===== src/design/cmp_pkg.sv =====
// Shared types, constants and scaling function of the converter measurement and protection block.
package cmp_pkg;

   localparam int ADC_W     = 12;
   localparam int VAL_W     = 32;
   localparam int LIMIT_W   = 31;
   localparam int TRIP_W    = 47;
   localparam int CSR_W     = 47;
   localparam int CSR_IDX_W = 3;
   localparam int FAULT_W   = 5;
   localparam int MAG_W     = 27;
   localparam int INJ_RAW_W = 18;
   localparam int ACC_W     = TRIP_W + 2;

   localparam logic [CSR_IDX_W-1:0] CSR_INDUCTOR_LIMIT  = 3'd0;
   localparam logic [CSR_IDX_W-1:0] CSR_OUT_CUR_LIMIT   = 3'd1;
   localparam logic [CSR_IDX_W-1:0] CSR_IN_VOLT_LIMIT   = 3'd2;
   localparam logic [CSR_IDX_W-1:0] CSR_OUT_VOLT_LIMIT  = 3'd3;
   localparam logic [CSR_IDX_W-1:0] CSR_NOMINAL_CURRENT = 3'd4;
   localparam logic [CSR_IDX_W-1:0] CSR_OVERLOAD_LEVEL  = 3'd5;

   localparam int FAULT_OVERLOAD = 0;
   localparam int FAULT_INDUCTOR = 1;
   localparam int FAULT_OUT_CUR  = 2;
   localparam int FAULT_IN_VOLT  = 3;
   localparam int FAULT_OUT_VOLT = 4;

   localparam logic [LIMIT_W-1:0] RST_INDUCTOR_LIMIT  = 31'd524288;
   localparam logic [LIMIT_W-1:0] RST_OUT_CUR_LIMIT   = 31'd196608;
   localparam logic [LIMIT_W-1:0] RST_IN_VOLT_LIMIT   = 31'd5898240;
   localparam logic [LIMIT_W-1:0] RST_OUT_VOLT_LIMIT  = 31'd6553600;
   localparam logic [LIMIT_W-1:0] RST_NOMINAL_CURRENT = 31'd327680;
   localparam logic [TRIP_W-1:0]  RST_OVERLOAD_LEVEL  = 47'd13107200000;

   // Q32 scale magnitudes and Q16 shifts
   localparam logic [LIMIT_W-1:0] SC_INJ      = 31'd3461146;
   localparam logic [LIMIT_W-1:0] SC_U2_MAG   = 31'd8076007;
   localparam logic [LIMIT_W-1:0] SC_IL       = 31'd8501458;
   localparam logic [LIMIT_W-1:0] SC_TEMP     = 31'd1384458323;
   localparam logic [LIMIT_W-1:0] SC_U1       = 31'd107296873;
   localparam logic [LIMIT_W-1:0] SC_IN       = 31'd4250729;
   localparam logic signed [VAL_W-1:0] SH_U2   = 32'sd6579814;
   localparam logic signed [VAL_W-1:0] SH_TEMP = -32'sd18284544;

   typedef struct packed {
      logic [ADC_W-1:0] adc_injection;
      logic [ADC_W-1:0] adc_output_voltage;
      logic [ADC_W-1:0] adc_inductor_current;
      logic [ADC_W-1:0] adc_temperature;
      logic [ADC_W-1:0] adc_input_voltage;
      logic [ADC_W-1:0] adc_output_current;
      logic             start_calibration;
   } req_type;

   typedef struct packed {
      logic signed [VAL_W-1:0] injection_value;
      logic signed [VAL_W-1:0] output_voltage;
      logic signed [VAL_W-1:0] inductor_current;
      logic signed [VAL_W-1:0] temperature;
      logic signed [VAL_W-1:0] input_voltage;
      logic signed [VAL_W-1:0] output_current;
      logic [FAULT_W-1:0]      fault_flags;
      logic                    pwm_enabled;
      logic                    calibrating;
   } rsp_type;

   typedef struct packed {
      logic [INJ_RAW_W-1:0]    inj_raw;
      logic signed [VAL_W-1:0] output_voltage;
      logic signed [VAL_W-1:0] inductor_current;
      logic signed [VAL_W-1:0] temperature;
      logic signed [VAL_W-1:0] input_voltage;
      logic signed [VAL_W-1:0] output_current;
      logic                    start_calibration;
   } scaled_type;

   // round(adc * mag / 2^16), half up on the magnitude
   function automatic logic [MAG_W-1:0] scale_mag(logic [ADC_W-1:0] adc,
                                                  logic [LIMIT_W-1:0] mag);
      logic [ADC_W+LIMIT_W-1:0] prod;
      prod = {{LIMIT_W{1'b0}}, adc} * {{ADC_W{1'b0}}, mag}
             + (ADC_W+LIMIT_W)'(32768);
      return prod[ADC_W+LIMIT_W-1:16];
   endfunction

endpackage


===== src/design/cmp_scale.sv =====
// Affine scaling of the six raw ADC channels to Q15.16 values.
module cmp_scale (
   input  cmp_pkg::req_type    req,
   output cmp_pkg::scaled_type scaled
);

   localparam int PAD_W = cmp_pkg::VAL_W - cmp_pkg::MAG_W;

   logic [cmp_pkg::MAG_W-1:0] inj_mag;
   logic [cmp_pkg::MAG_W-1:0] u2_mag;
   logic [cmp_pkg::MAG_W-1:0] il_mag;
   logic [cmp_pkg::MAG_W-1:0] temp_mag;
   logic [cmp_pkg::MAG_W-1:0] u1_mag;
   logic [cmp_pkg::MAG_W-1:0] icur_mag;

   always_comb begin
      inj_mag  = cmp_pkg::scale_mag(req.adc_injection, cmp_pkg::SC_INJ);
      u2_mag   = cmp_pkg::scale_mag(req.adc_output_voltage, cmp_pkg::SC_U2_MAG);
      il_mag   = cmp_pkg::scale_mag(req.adc_inductor_current, cmp_pkg::SC_IL);
      temp_mag = cmp_pkg::scale_mag(req.adc_temperature, cmp_pkg::SC_TEMP);
      u1_mag   = cmp_pkg::scale_mag(req.adc_input_voltage, cmp_pkg::SC_U1);
      icur_mag = cmp_pkg::scale_mag(req.adc_output_current, cmp_pkg::SC_IN);

      scaled.inj_raw           = inj_mag[cmp_pkg::INJ_RAW_W-1:0];
      scaled.output_voltage    = cmp_pkg::SH_U2 - $signed({{PAD_W{1'b0}}, u2_mag});
      scaled.inductor_current  = $signed({{PAD_W{1'b0}}, il_mag});
      scaled.temperature       = $signed({{PAD_W{1'b0}}, temp_mag}) + cmp_pkg::SH_TEMP;
      scaled.input_voltage     = $signed({{PAD_W{1'b0}}, u1_mag});
      scaled.output_current    = $signed({{PAD_W{1'b0}}, icur_mag});
      scaled.start_calibration = req.start_calibration;
   end

endmodule


===== src/design/cmp_div.sv =====
// Division of the calibration sum by a constant, by reciprocal multiplication.
module cmp_div #(
   parameter int DIVISOR = 1024,
   parameter int NUM_W   = 28,
   parameter int QUO_W   = 18
) (
   input  logic             clock,
   input  logic             reset,
   input  logic             start,
   input  logic [NUM_W-1:0] numerator,
   output logic             busy,
   output logic             done,
   output logic [QUO_W-1:0] quotient
);

   localparam int SHIFT   = NUM_W + $clog2(DIVISOR);
   localparam int RECIP_W = NUM_W + 1;
   localparam int PROD_W  = NUM_W + RECIP_W;
   localparam longint unsigned RECIP_VAL =
      ((64'd1 << SHIFT) + 64'(DIVISOR) - 64'd1) / 64'(DIVISOR);
   localparam logic [RECIP_W-1:0] RECIP = RECIP_W'(RECIP_VAL);

   logic              busy_ff, busy_in;
   logic              done_ff, done_in;
   logic [NUM_W-1:0]  num_ff, num_in;
   logic [QUO_W-1:0]  quo_ff, quo_in;
   logic [PROD_W-1:0] prod;

   // floor(n / d) = (n * ceil(2^SHIFT / d)) >> SHIFT for every NUM_W-bit n
   always_comb begin
      prod    = {{RECIP_W{1'b0}}, num_ff} * {{NUM_W{1'b0}}, RECIP};
      busy_in = start;
      done_in = busy_ff;
      num_in  = start ? numerator : num_ff;
      quo_in  = busy_ff ? prod[SHIFT +: QUO_W] : quo_ff;
   end

   always_ff @(posedge clock) begin
      if (reset) begin
         busy_ff <= 1'b0;
         done_ff <= 1'b0;
      end else begin
         busy_ff <= busy_in;
         done_ff <= done_in;
      end
      num_ff <= num_in;
      quo_ff <= quo_in;
   end

   assign busy     = busy_ff;
   assign done     = done_ff;
   assign quotient = quo_ff;

endmodule


===== src/design/converter_measure_and_protect.sv =====
// Top level: ADC scaling, limit trips, overload integrator and offset calibration.
//
//   channel | direction | handshake             | payload
//   req     | in        | req_valid/req_ready   | cmp_pkg::req_type
//   rsp     | out       | rsp_valid/rsp_ready   | cmp_pkg::rsp_type
//   csr     | in        | csr_write_enable      | csr_index, csr_data
//
// Three stages (input register, scaled register, result register); one transaction per cycle
// sustained while the result is taken and no offset division is in progress.
// The sample that ends a calibration starts the divider; the result stage then
// holds while the divider works, until the offset is set.
// Reset clears faults, integrator, calibration and offset and sets PWM enable.
// A stalled result holds the result stage; earlier stages keep filling until full.
module converter_measure_and_protect #(
   parameter int CAL_COUNT = 1024
) (
   input  logic                            clock,
   input  logic                            reset,
   input  logic                            req_valid,
   output logic                            req_ready,
   input  cmp_pkg::req_type                req_data,
   output logic                            rsp_valid,
   input  logic                            rsp_ready,
   output cmp_pkg::rsp_type                rsp_data,
   input  logic                            csr_write_enable,
   input  logic [cmp_pkg::CSR_IDX_W-1:0]   csr_index,
   input  logic [cmp_pkg::CSR_W-1:0]       csr_data
);

   localparam int CNT_W = $clog2(CAL_COUNT + 1);
   localparam int SUM_W = cmp_pkg::INJ_RAW_W + $clog2(CAL_COUNT);
   localparam int VW    = cmp_pkg::VAL_W;
   localparam int LW    = cmp_pkg::LIMIT_W;
   localparam int TW    = cmp_pkg::TRIP_W;
   localparam int AW    = cmp_pkg::ACC_W;

   logic [LW-1:0] il_limit_ff, ocur_limit_ff, u1_limit_ff, u2_limit_ff, nominal_ff;
   logic [TW-1:0] trip_level_ff;

   logic                v1_ff, v1_in;
   logic                v2_ff, v2_in;
   logic                rsp_valid_ff, rsp_valid_in;
   cmp_pkg::req_type    req_ff;
   cmp_pkg::scaled_type scaled;
   cmp_pkg::scaled_type s2_ff;
   cmp_pkg::rsp_type    rsp_ff, rsp_in;

   logic                   s2_load, s3_load, req_take;
   logic [cmp_pkg::FAULT_W-1:0] faults_ff, faults_in;
   logic                   pwm_ff, pwm_in;
   logic [TW-1:0]          integ_ff, integ_in;
   logic [CNT_W-1:0]       cnt_ff, cnt_in, cnt_eff;
   logic [SUM_W-1:0]       sum_ff, sum_in, sum_eff;
   logic signed [VW-1:0]   offset_ff, offset_in;
   logic signed [AW-1:0]   acc;
   logic                   div_start, div_busy, div_done;
   logic [SUM_W-1:0]       div_num;
   logic [cmp_pkg::INJ_RAW_W-1:0] div_quo;

   cmp_scale u_scale (
      .req    (req_ff),
      .scaled (scaled)
   );

   cmp_div #(
      .DIVISOR (CAL_COUNT),
      .NUM_W   (SUM_W),
      .QUO_W   (cmp_pkg::INJ_RAW_W)
   ) u_div (
      .clock     (clock),
      .reset     (reset),
      .start     (div_start),
      .numerator (div_num),
      .busy      (div_busy),
      .done      (div_done),
      .quotient  (div_quo)
   );

   always_comb begin
      s3_load      = v2_ff && (!rsp_valid_ff || rsp_ready) && !div_busy && !div_done;
      s2_load      = v1_ff && (!v2_ff || s3_load);
      req_ready    = !v1_ff || s2_load;
      req_take     = req_valid && req_ready;
      v1_in        = req_take ? 1'b1 : (s2_load ? 1'b0 : v1_ff);
      v2_in        = s2_load ? 1'b1 : (s3_load ? 1'b0 : v2_ff);
      rsp_valid_in = s3_load ? 1'b1 : (rsp_ready ? 1'b0 : rsp_valid_ff);
   end

   always_comb begin
      faults_in = faults_ff;
      if (s2_ff.inductor_current > $signed({1'b0, il_limit_ff}))
         faults_in[cmp_pkg::FAULT_INDUCTOR] = 1'b1;
      if (s2_ff.output_current > $signed({1'b0, ocur_limit_ff}))
         faults_in[cmp_pkg::FAULT_OUT_CUR] = 1'b1;
      if (s2_ff.input_voltage > $signed({1'b0, u1_limit_ff}))
         faults_in[cmp_pkg::FAULT_IN_VOLT] = 1'b1;
      if (s2_ff.output_voltage > $signed({1'b0, u2_limit_ff}))
         faults_in[cmp_pkg::FAULT_OUT_VOLT] = 1'b1;

      acc = $signed({2'b00, integ_ff})
            + $signed({{(AW-VW){s2_ff.inductor_current[VW-1]}}, s2_ff.inductor_current})
            - $signed({{(AW-LW){1'b0}}, nominal_ff});
      if (acc < 0) begin
         integ_in = '0;
      end else if (acc > $signed({2'b00, trip_level_ff})) begin
         integ_in = '0;
         faults_in[cmp_pkg::FAULT_OVERLOAD] = 1'b1;
      end else begin
         integ_in = acc[TW-1:0];
      end
      pwm_in = pwm_ff && (faults_in == '0);

      cnt_eff   = s2_ff.start_calibration ? CNT_W'(CAL_COUNT) : cnt_ff;
      sum_eff   = s2_ff.start_calibration ? '0 : sum_ff;
      offset_in = s2_ff.start_calibration ? '0 : offset_ff;
      cnt_in    = cnt_eff;
      sum_in    = sum_eff;
      div_start = 1'b0;
      if (cnt_eff != '0) begin
         sum_in    = sum_eff + SUM_W'(s2_ff.inj_raw);
         cnt_in    = cnt_eff - CNT_W'(1);
         div_start = s3_load && (cnt_eff == CNT_W'(1));
      end
      div_num = sum_in + SUM_W'(CAL_COUNT / 2);

      rsp_in.injection_value  = $signed({{(VW-cmp_pkg::INJ_RAW_W){1'b0}}, s2_ff.inj_raw})
                                + offset_ff;
      rsp_in.output_voltage   = s2_ff.output_voltage;
      rsp_in.inductor_current = s2_ff.inductor_current;
      rsp_in.temperature      = s2_ff.temperature;
      rsp_in.input_voltage    = s2_ff.input_voltage;
      rsp_in.output_current   = s2_ff.output_current;
      rsp_in.fault_flags      = faults_in;
      rsp_in.pwm_enabled      = pwm_in;
      rsp_in.calibrating      = cnt_in != '0;
   end

   always_ff @(posedge clock) begin
      if (reset) begin
         il_limit_ff   <= cmp_pkg::RST_INDUCTOR_LIMIT;
         ocur_limit_ff <= cmp_pkg::RST_OUT_CUR_LIMIT;
         u1_limit_ff   <= cmp_pkg::RST_IN_VOLT_LIMIT;
         u2_limit_ff   <= cmp_pkg::RST_OUT_VOLT_LIMIT;
         nominal_ff    <= cmp_pkg::RST_NOMINAL_CURRENT;
         trip_level_ff <= cmp_pkg::RST_OVERLOAD_LEVEL;
      end else if (csr_write_enable) begin
         case (csr_index)
            cmp_pkg::CSR_INDUCTOR_LIMIT:  il_limit_ff   <= csr_data[LW-1:0];
            cmp_pkg::CSR_OUT_CUR_LIMIT:   ocur_limit_ff <= csr_data[LW-1:0];
            cmp_pkg::CSR_IN_VOLT_LIMIT:   u1_limit_ff   <= csr_data[LW-1:0];
            cmp_pkg::CSR_OUT_VOLT_LIMIT:  u2_limit_ff   <= csr_data[LW-1:0];
            cmp_pkg::CSR_NOMINAL_CURRENT: nominal_ff    <= csr_data[LW-1:0];
            cmp_pkg::CSR_OVERLOAD_LEVEL:  trip_level_ff <= csr_data[TW-1:0];
            default: ;
         endcase
      end
   end

   always_ff @(posedge clock) begin
      if (reset) begin
         v1_ff        <= 1'b0;
         v2_ff        <= 1'b0;
         rsp_valid_ff <= 1'b0;
         faults_ff    <= '0;
         pwm_ff       <= 1'b1;
         integ_ff     <= '0;
         cnt_ff       <= '0;
         sum_ff       <= '0;
         offset_ff    <= '0;
      end else begin
         v1_ff        <= v1_in;
         v2_ff        <= v2_in;
         rsp_valid_ff <= rsp_valid_in;
         if (s3_load) begin
            faults_ff <= faults_in;
            pwm_ff    <= pwm_in;
            integ_ff  <= integ_in;
            cnt_ff    <= cnt_in;
            sum_ff    <= sum_in;
            offset_ff <= offset_in;
         end else if (div_done) begin
            offset_ff <= -$signed({{(VW-cmp_pkg::INJ_RAW_W){1'b0}}, div_quo});
         end
      end
   end

   always_ff @(posedge clock) begin
      if (req_take)
         req_ff <= req_data;
      if (s2_load)
         s2_ff <= scaled;
      if (s3_load)
         rsp_ff <= rsp_in;
   end

   assign rsp_valid = rsp_valid_ff;
   assign rsp_data  = rsp_ff;

endmodule


===== config.mk =====
export PLATFORM = sky130hd
export DESIGN_NAME = converter_measure_and_protect
export DESIGN_NICKNAME = d
export VERILOG_FILES = /design/src/design/cmp_pkg.sv /design/src/design/cmp_scale.sv /design/src/design/cmp_div.sv /design/src/design/converter_measure_and_protect.sv
export SDC_FILE = /design/constraint.sdc
export NUM_CORES = 2
export LEC_CHECK = 0
export BUFFER_PORTS_ARGS = -buffer_cell sky130_fd_sc_hd__buf_2
export CORE_MARGIN = 3
export CORE_UTILIZATION = 30
export CTS_BUF_LIST = sky130_fd_sc_hd__clkbuf_2 sky130_fd_sc_hd__clkbuf_4 sky130_fd_sc_hd__clkbuf_8
export CTS_CLUSTER_SIZE = 8
export DETAILED_ROUTE_END_ITERATION = 10
export PLACE_DENSITY = 0.45
export SLEW_MARGIN = 10
export SYNTH_ARGS = -nofsm -noshare
export SYNTH_HDL_FRONTEND = slang
export SYNTH_HIERARCHICAL = 1
export SYNTH_SLANG_ARGS = --single-unit

===== constraint.sdc =====
create_clock -name clock -period 32.9 [get_ports clock]
set_input_delay 3.29 -clock clock [delete_from_list [all_inputs] [get_ports clock]]
set_output_delay 3.29 -clock clock [all_outputs]
set_load 0.03 [all_outputs]

Yosys cells after proc, flatten, opt, wreduce, memory -nomap -nowiden
Cells that the tools add are included.
{"block": "word_totals", "ram_bits": 0, "out_inout_bits": 201, "memories": 0, "latchBits": 0, "rom_bits": 0, "register_bits": 798}
{"block": "op_classes", "n_reduce_logical": 30, "bitwise": 0, "shift": 0, "div_mod_pow": 0, "magnitude_cmp": 6, "n_mux": 22, "multipliers": 6, "addsub": 15, "eq_ne": 7}
{"op": "12-bit by 23-bit multiplier with 35-bit output, second input constant", "n": 3}
{"op": "32-bit two-way mux", "n": 3}
{"op": "47-bit two-way mux", "n": 2}
{"op": "27-bit by 31-bit > comparator with 1-bit output", "n": 3}
{"op": "35-bit by 16-bit adder with 36-bit output, second input constant", "n": 2}
{"op": "28-bit two-way mux", "n": 2}
{"op": "49-bit by 48-bit > comparator with 1-bit output", "n": 1}
{"op": "49-bit by 1-bit less-than comparator with 1-bit output, second input constant", "n": 1}
{"op": "48-bit by 31-bit subtractor with 49-bit output", "n": 1}
{"op": "47-bit by 27-bit adder with 48-bit output", "n": 1}
{"op": "43-bit by 16-bit adder with 43-bit output, second input constant", "n": 1}
{"op": "12-bit by 31-bit multiplier with 43-bit output, second input constant", "n": 1}
{"op": "39-bit by 16-bit adder with 40-bit output, second input constant", "n": 1}
{"op": "12-bit by 27-bit multiplier with 39-bit output, second input constant", "n": 1}
{"op": "36-bit by 16-bit adder with 37-bit output, second input constant", "n": 1}
{"op": "34-bit by 16-bit adder with 34-bit output, second input constant", "n": 1}
{"op": "12-bit by 21-bit multiplier with 33-bit output, second input constant", "n": 1}
{"op": "19-bit by 32-bit adder with 32-bit output", "n": 1}
{"op": "32-bit > comparator", "n": 1}
{"op": "18-bit negation with 32-bit output", "n": 1}
{"op": "28-bit by 26-bit adder with 29-bit output, second input constant", "n": 1}
{"op": "28-bit by 10-bit adder with 28-bit output, second input constant", "n": 1}
{"op": "28-bit by 18-bit adder with 28-bit output", "n": 1}
{"op": "23-bit by 27-bit subtractor with 28-bit output, first input constant", "n": 1}
{"op": "other kinds (16)", "n": 53}

Longest topological paths before layout
{"block": "logic_depth", "depth_word": 10, "ltp_mapped": 26, "mapped_depth_nobuf": 25}

Modules after synthesis
The synthesis kept the hierarchy.
{"module": "converter_measure_and_protect", "cells_each": 3678, "area_per_inst_um2": 37457.2, "instances": 1, "seq_area_each_um2": 20129.3}
{"module": "cmp_scale", "cells_each": 2775, "area_per_inst_um2": 25449.4, "instances": 1, "seq_area_each_um2": 0.0}
{"module": "cmp_div", "cells_each": 40, "area_per_inst_um2": 1133.6, "instances": 1, "seq_area_each_um2": 1121.1}

Worst setup path after synthesis
OpenSTA, ideal clock, no wires.
{"block": "synth_path", "path_type": "in2reg", "start": "in rsp_ready", "end": "reg s2_ff (netlist bit rsp_in[100]), enable pin", "slack_ns": 14.934, "arrival_ns": 16.976, "t_required_ns": 31.910, "path_stages": 5, "n_path_buf": 2, "cell_sequence": "nand2b_1 > nand3_1 > clkbuf_1 > clkbuf_1 > a21boi_0"}
{"block": "synth_via", "elab_chain_cells": 6}
{"element": "start: declaration", "line": "converter_measure_and_protect.sv:23", "source": "input logic rsp_ready,"}
{"element": "1-bit logical OR", "line": "converter_measure_and_protect.sv:80", "source": "s3_load = v2_ff && (!rsp_valid_ff || rsp_ready) && !div_busy && !div_done;"}
{"element": "1-bit logical AND (3 in a row)", "line": "converter_measure_and_protect.sv:80"}
{"element": "1-bit logical OR", "line": "converter_measure_and_protect.sv:81", "source": "s2_load = v1_ff && (!v2_ff || s3_load);"}
{"element": "1-bit logical AND", "line": "converter_measure_and_protect.sv:81"}
{"element": "named net s2_load", "line": "converter_measure_and_protect.sv:48", "source": "logic s2_load, s3_load, req_take;"}
{"element": "end signal: assignment", "line": "converter_measure_and_protect.sv:191", "source": "s2_ff <= scaled;"}
{"element": "end: declaration", "line": "converter_measure_and_protect.sv:45", "source": "cmp_pkg::scaled_type s2_ff;"}
The timed path passes the listed nets, and every way through them passes these cells.
A chain may end at the register's enable or synchronous reset.

Worst setup path after layout
{"block": "layout_path", "start": "in rsp_ready", "end": "out req_ready"}
{"block": "layout_via", "elab_chain_cells": 7}
{"element": "1-bit logical OR", "line": "converter_measure_and_protect.sv:80"}
{"element": "1-bit logical AND (3 in a row)", "line": "converter_measure_and_protect.sv:80"}
{"element": "1-bit logical OR", "line": "converter_measure_and_protect.sv:81"}
{"element": "1-bit logical AND", "line": "converter_measure_and_protect.sv:81"}
{"element": "1-bit logical OR", "line": "converter_measure_and_protect.sv:82", "source": "req_ready = !v1_ff || s2_load;"}
{"element": "end: declaration", "line": "converter_measure_and_protect.sv:20", "source": "output logic req_ready,"}
No other way between the ends.

==> impl_metrics.yaml <==
status:
  status: "finished clean"
placed_design:
  portBuffers: 328
  hpwlAfterDp_um: 149000
  place_congestion: 0.873
  post_dp_cell_area_um2: 68700
floorplanning:
  core_um2: 211000
  start_util: 0.304
  die_h_um: 468
  die-area_um2: 219000
  num_rows: 168
  pin_count: 329
  die-width_um: 468
sta:
  fin_skew_ns: 0.0567
  rsz0062_at_grt: "false"
  relSlewSlack: 0.279
  hold_ws_ns: 0.410
  finalSetupTns_ns: 0
  hold_viol: 0
  period_needed_ns: 8.18
  finalSetupViolCount: 0
  worstMarginPinSlew_ns: 1.08
  drv_slew: 0
  fmax_ghz: 0.122
  finalCritPeriodShare: 0.249
logic_synthesis:
  ys_types: 123
  synth-edff-count: 487
  synth_top_area_share: 0.228
  synth_area_um2: 64000
  postSynthCellCount: 6493
  yosysMostFrequentCell: "inv_1"
  yosysWarnings: 6
  synth.area.top_cells: "edfxtp_1, ha_1, fa_1"
  synth-async-reset-ratio: 0
  ys.flop_type: "edfxtp_1"
  synth_area_leader_cell: "edfxtp_1"
  ys_ff_latch: 818
  synth_commonest_cells: "inv_1, ha_1, nand2_1"
  ys_seq_area_frac: 0.332
  syn_area_per_cell_um2: 9.86
clocking:
  cts_tree: "built"
  cts.reportedPaths.clkPinSlew_ns: 0.06
  cts_setup_buffers: 0
  clockRootBuffer: "clkbuf_8"
  cts_resized: 0
  clock_sinks: 818
  cts_made_buffers: 162
  clk_latency_ns: 0.93
  cts_max_level: 4
  cts_buffer_depth: 3
  cts_hold_buf: 0
power:
  p_leak_nw: 31.5
  peakVddDrop_uv: 78.7
  power.total_mw: 6.34
  power.density_nw_per_um2: 87.9
setup_path:
  cp_max_fo: 39
  end_kind: "output pin"
  r2r_slack_ns: 25.49
  crit_arrival_ns: 4.89
  required_ns: 29.61
  worstSetupStartpointType: "input port"
  critical_path_class: "input port to output pin"
run:
  cap_violations: 0
cells_and_area:
  nets: 8325
  area_growth_syn_to_layout_pct: 12.6
  postLayoutCoreUtil: 0.342
  drive_gt1_frac: 0.107
  final_area_um2: 72100
detailed_routing:
  ant_nets: 0
  drt-vias-per-instance: 4.67
  avgRoutedWirePerCell_um: 19.2
  wl_um: 188000
  route.vias.total: 45800
  drt-pass1-iter-count: 7
  drc: 0
  drt_iter0_drc: 2082
grt:
  grt_pass1_wl_um: 288000
  gr-total-overflow: 0
  grt_pass1_vias: 47500
  track_usage: 0.172
  grt_max_degree: 106
  antenna_found_initial: 25
hold_path:
  min_path_type: "register to register"
==> kinds of logic after synthesis <==
| logic type | count (synthesis) | share of synthesized area |
|---|---|---|
| fa+ha+maj | 1350 | 0.315 |
| mux | 19 | 0.00315 |
| xor+xnor | 287 | 0.0393 |
| simple gates | 1569 | 0.114 |
| buf+inv | 1266 | 0.0775 |
| flops | 818 | 0.332 |
| other cells | 2 | 0.000117 |
| compound gates | 1182 | 0.119 |
==> final timing paths <==
check                           end                  from  cells after the start
max reg2reg   rsp_in[154]$_DFFE_PP_  req_ff[58]$_DFFE_PP_                     21
min          rsp_data[82]$_DFFE_PP_  rsp_in[82]$_DFFE_PP_                      0
min reg2reg  rsp_data[82]$_DFFE_PP_  rsp_in[82]$_DFFE_PP_                      0
max                       req_ready             rsp_ready                      5
==> report_power, final <==
group	total (mW)	internal [mW]	leakage [nW]	switching [mW]
clock network	1.11	0.608	1.81	0.502
registers	1.50	1.38	7.21	0.126
logic	3.73	1.51	22.5	2.21
==> registers in the layout, indices dropped and copies added (netlist names), 32 cells and up <==
name           cells
req_ff            73
trip_level_ff     47
rsp_data         199
rsp_in           160
integ_ff          47
offset_ff         32
==> metrics by stage <==
step / worst slack [ns] / cells
after floorplan: 14.93 / 6534
after global placement: 24.68 / 9489
after detailed placement: 24.67 / 9489
after CTS: 24.66 / 9790
after global routing: 24.64 / 9797
final: 24.72 / 9803
==> layout by cell type, fill, tap and decap left out, types with 43 or more instances in the layout <==
cell	count
clkbuf_8	180
dfxtp_1	331
nor2_1	276
buf_2	327
edfxtp_1	487
conb_1	43
and3_1	44
xnor2_1	183
a21oi_1	513
o21ai_0	173
nand4_1	62
xor2_1	104
fa_1	438
nor2b_1	64
a21o_1	102
nand3_1	133
nand2_1	693
nor3_1	87
inv_1	1058
ha_1	911
clkbuf_4	58
==> critical path: stages <==
cell      delay, ns
buf_2          0.08
nand2b_1       0.21
nand3_4        0.52
nand3_1        0.49
buf_2          0.27
==> routing by layer <==
| layer | track usage | share of wire |
|---|---|---|
| met1 | 0.222 | 0.45 |
| met2 | 0.293 | 0.48 |
| met3 | 0.0303 | 0.042 |
| met4 | 0.0548 | 0.032 |
| met5 | 0 | 0.00015 |
==> cell type report <==
| type | instances | area (um^2) |
|---|---|---|
| multi-input cells | 4450 | 38000 |
| well taps | 2805 | 3510 |
| fillers | 21700 | 139000 |
| inverters | 1059 | 3980 |
| clock inverters | 63 | 520 |
| diodes | 13 | 32.5 |
| repair buffers | 357 | 1870 |
| clock buffers | 238 | 2910 |
| flip-flops and latches | 818 | 21300 |
(Power assumes the default switching activity.)
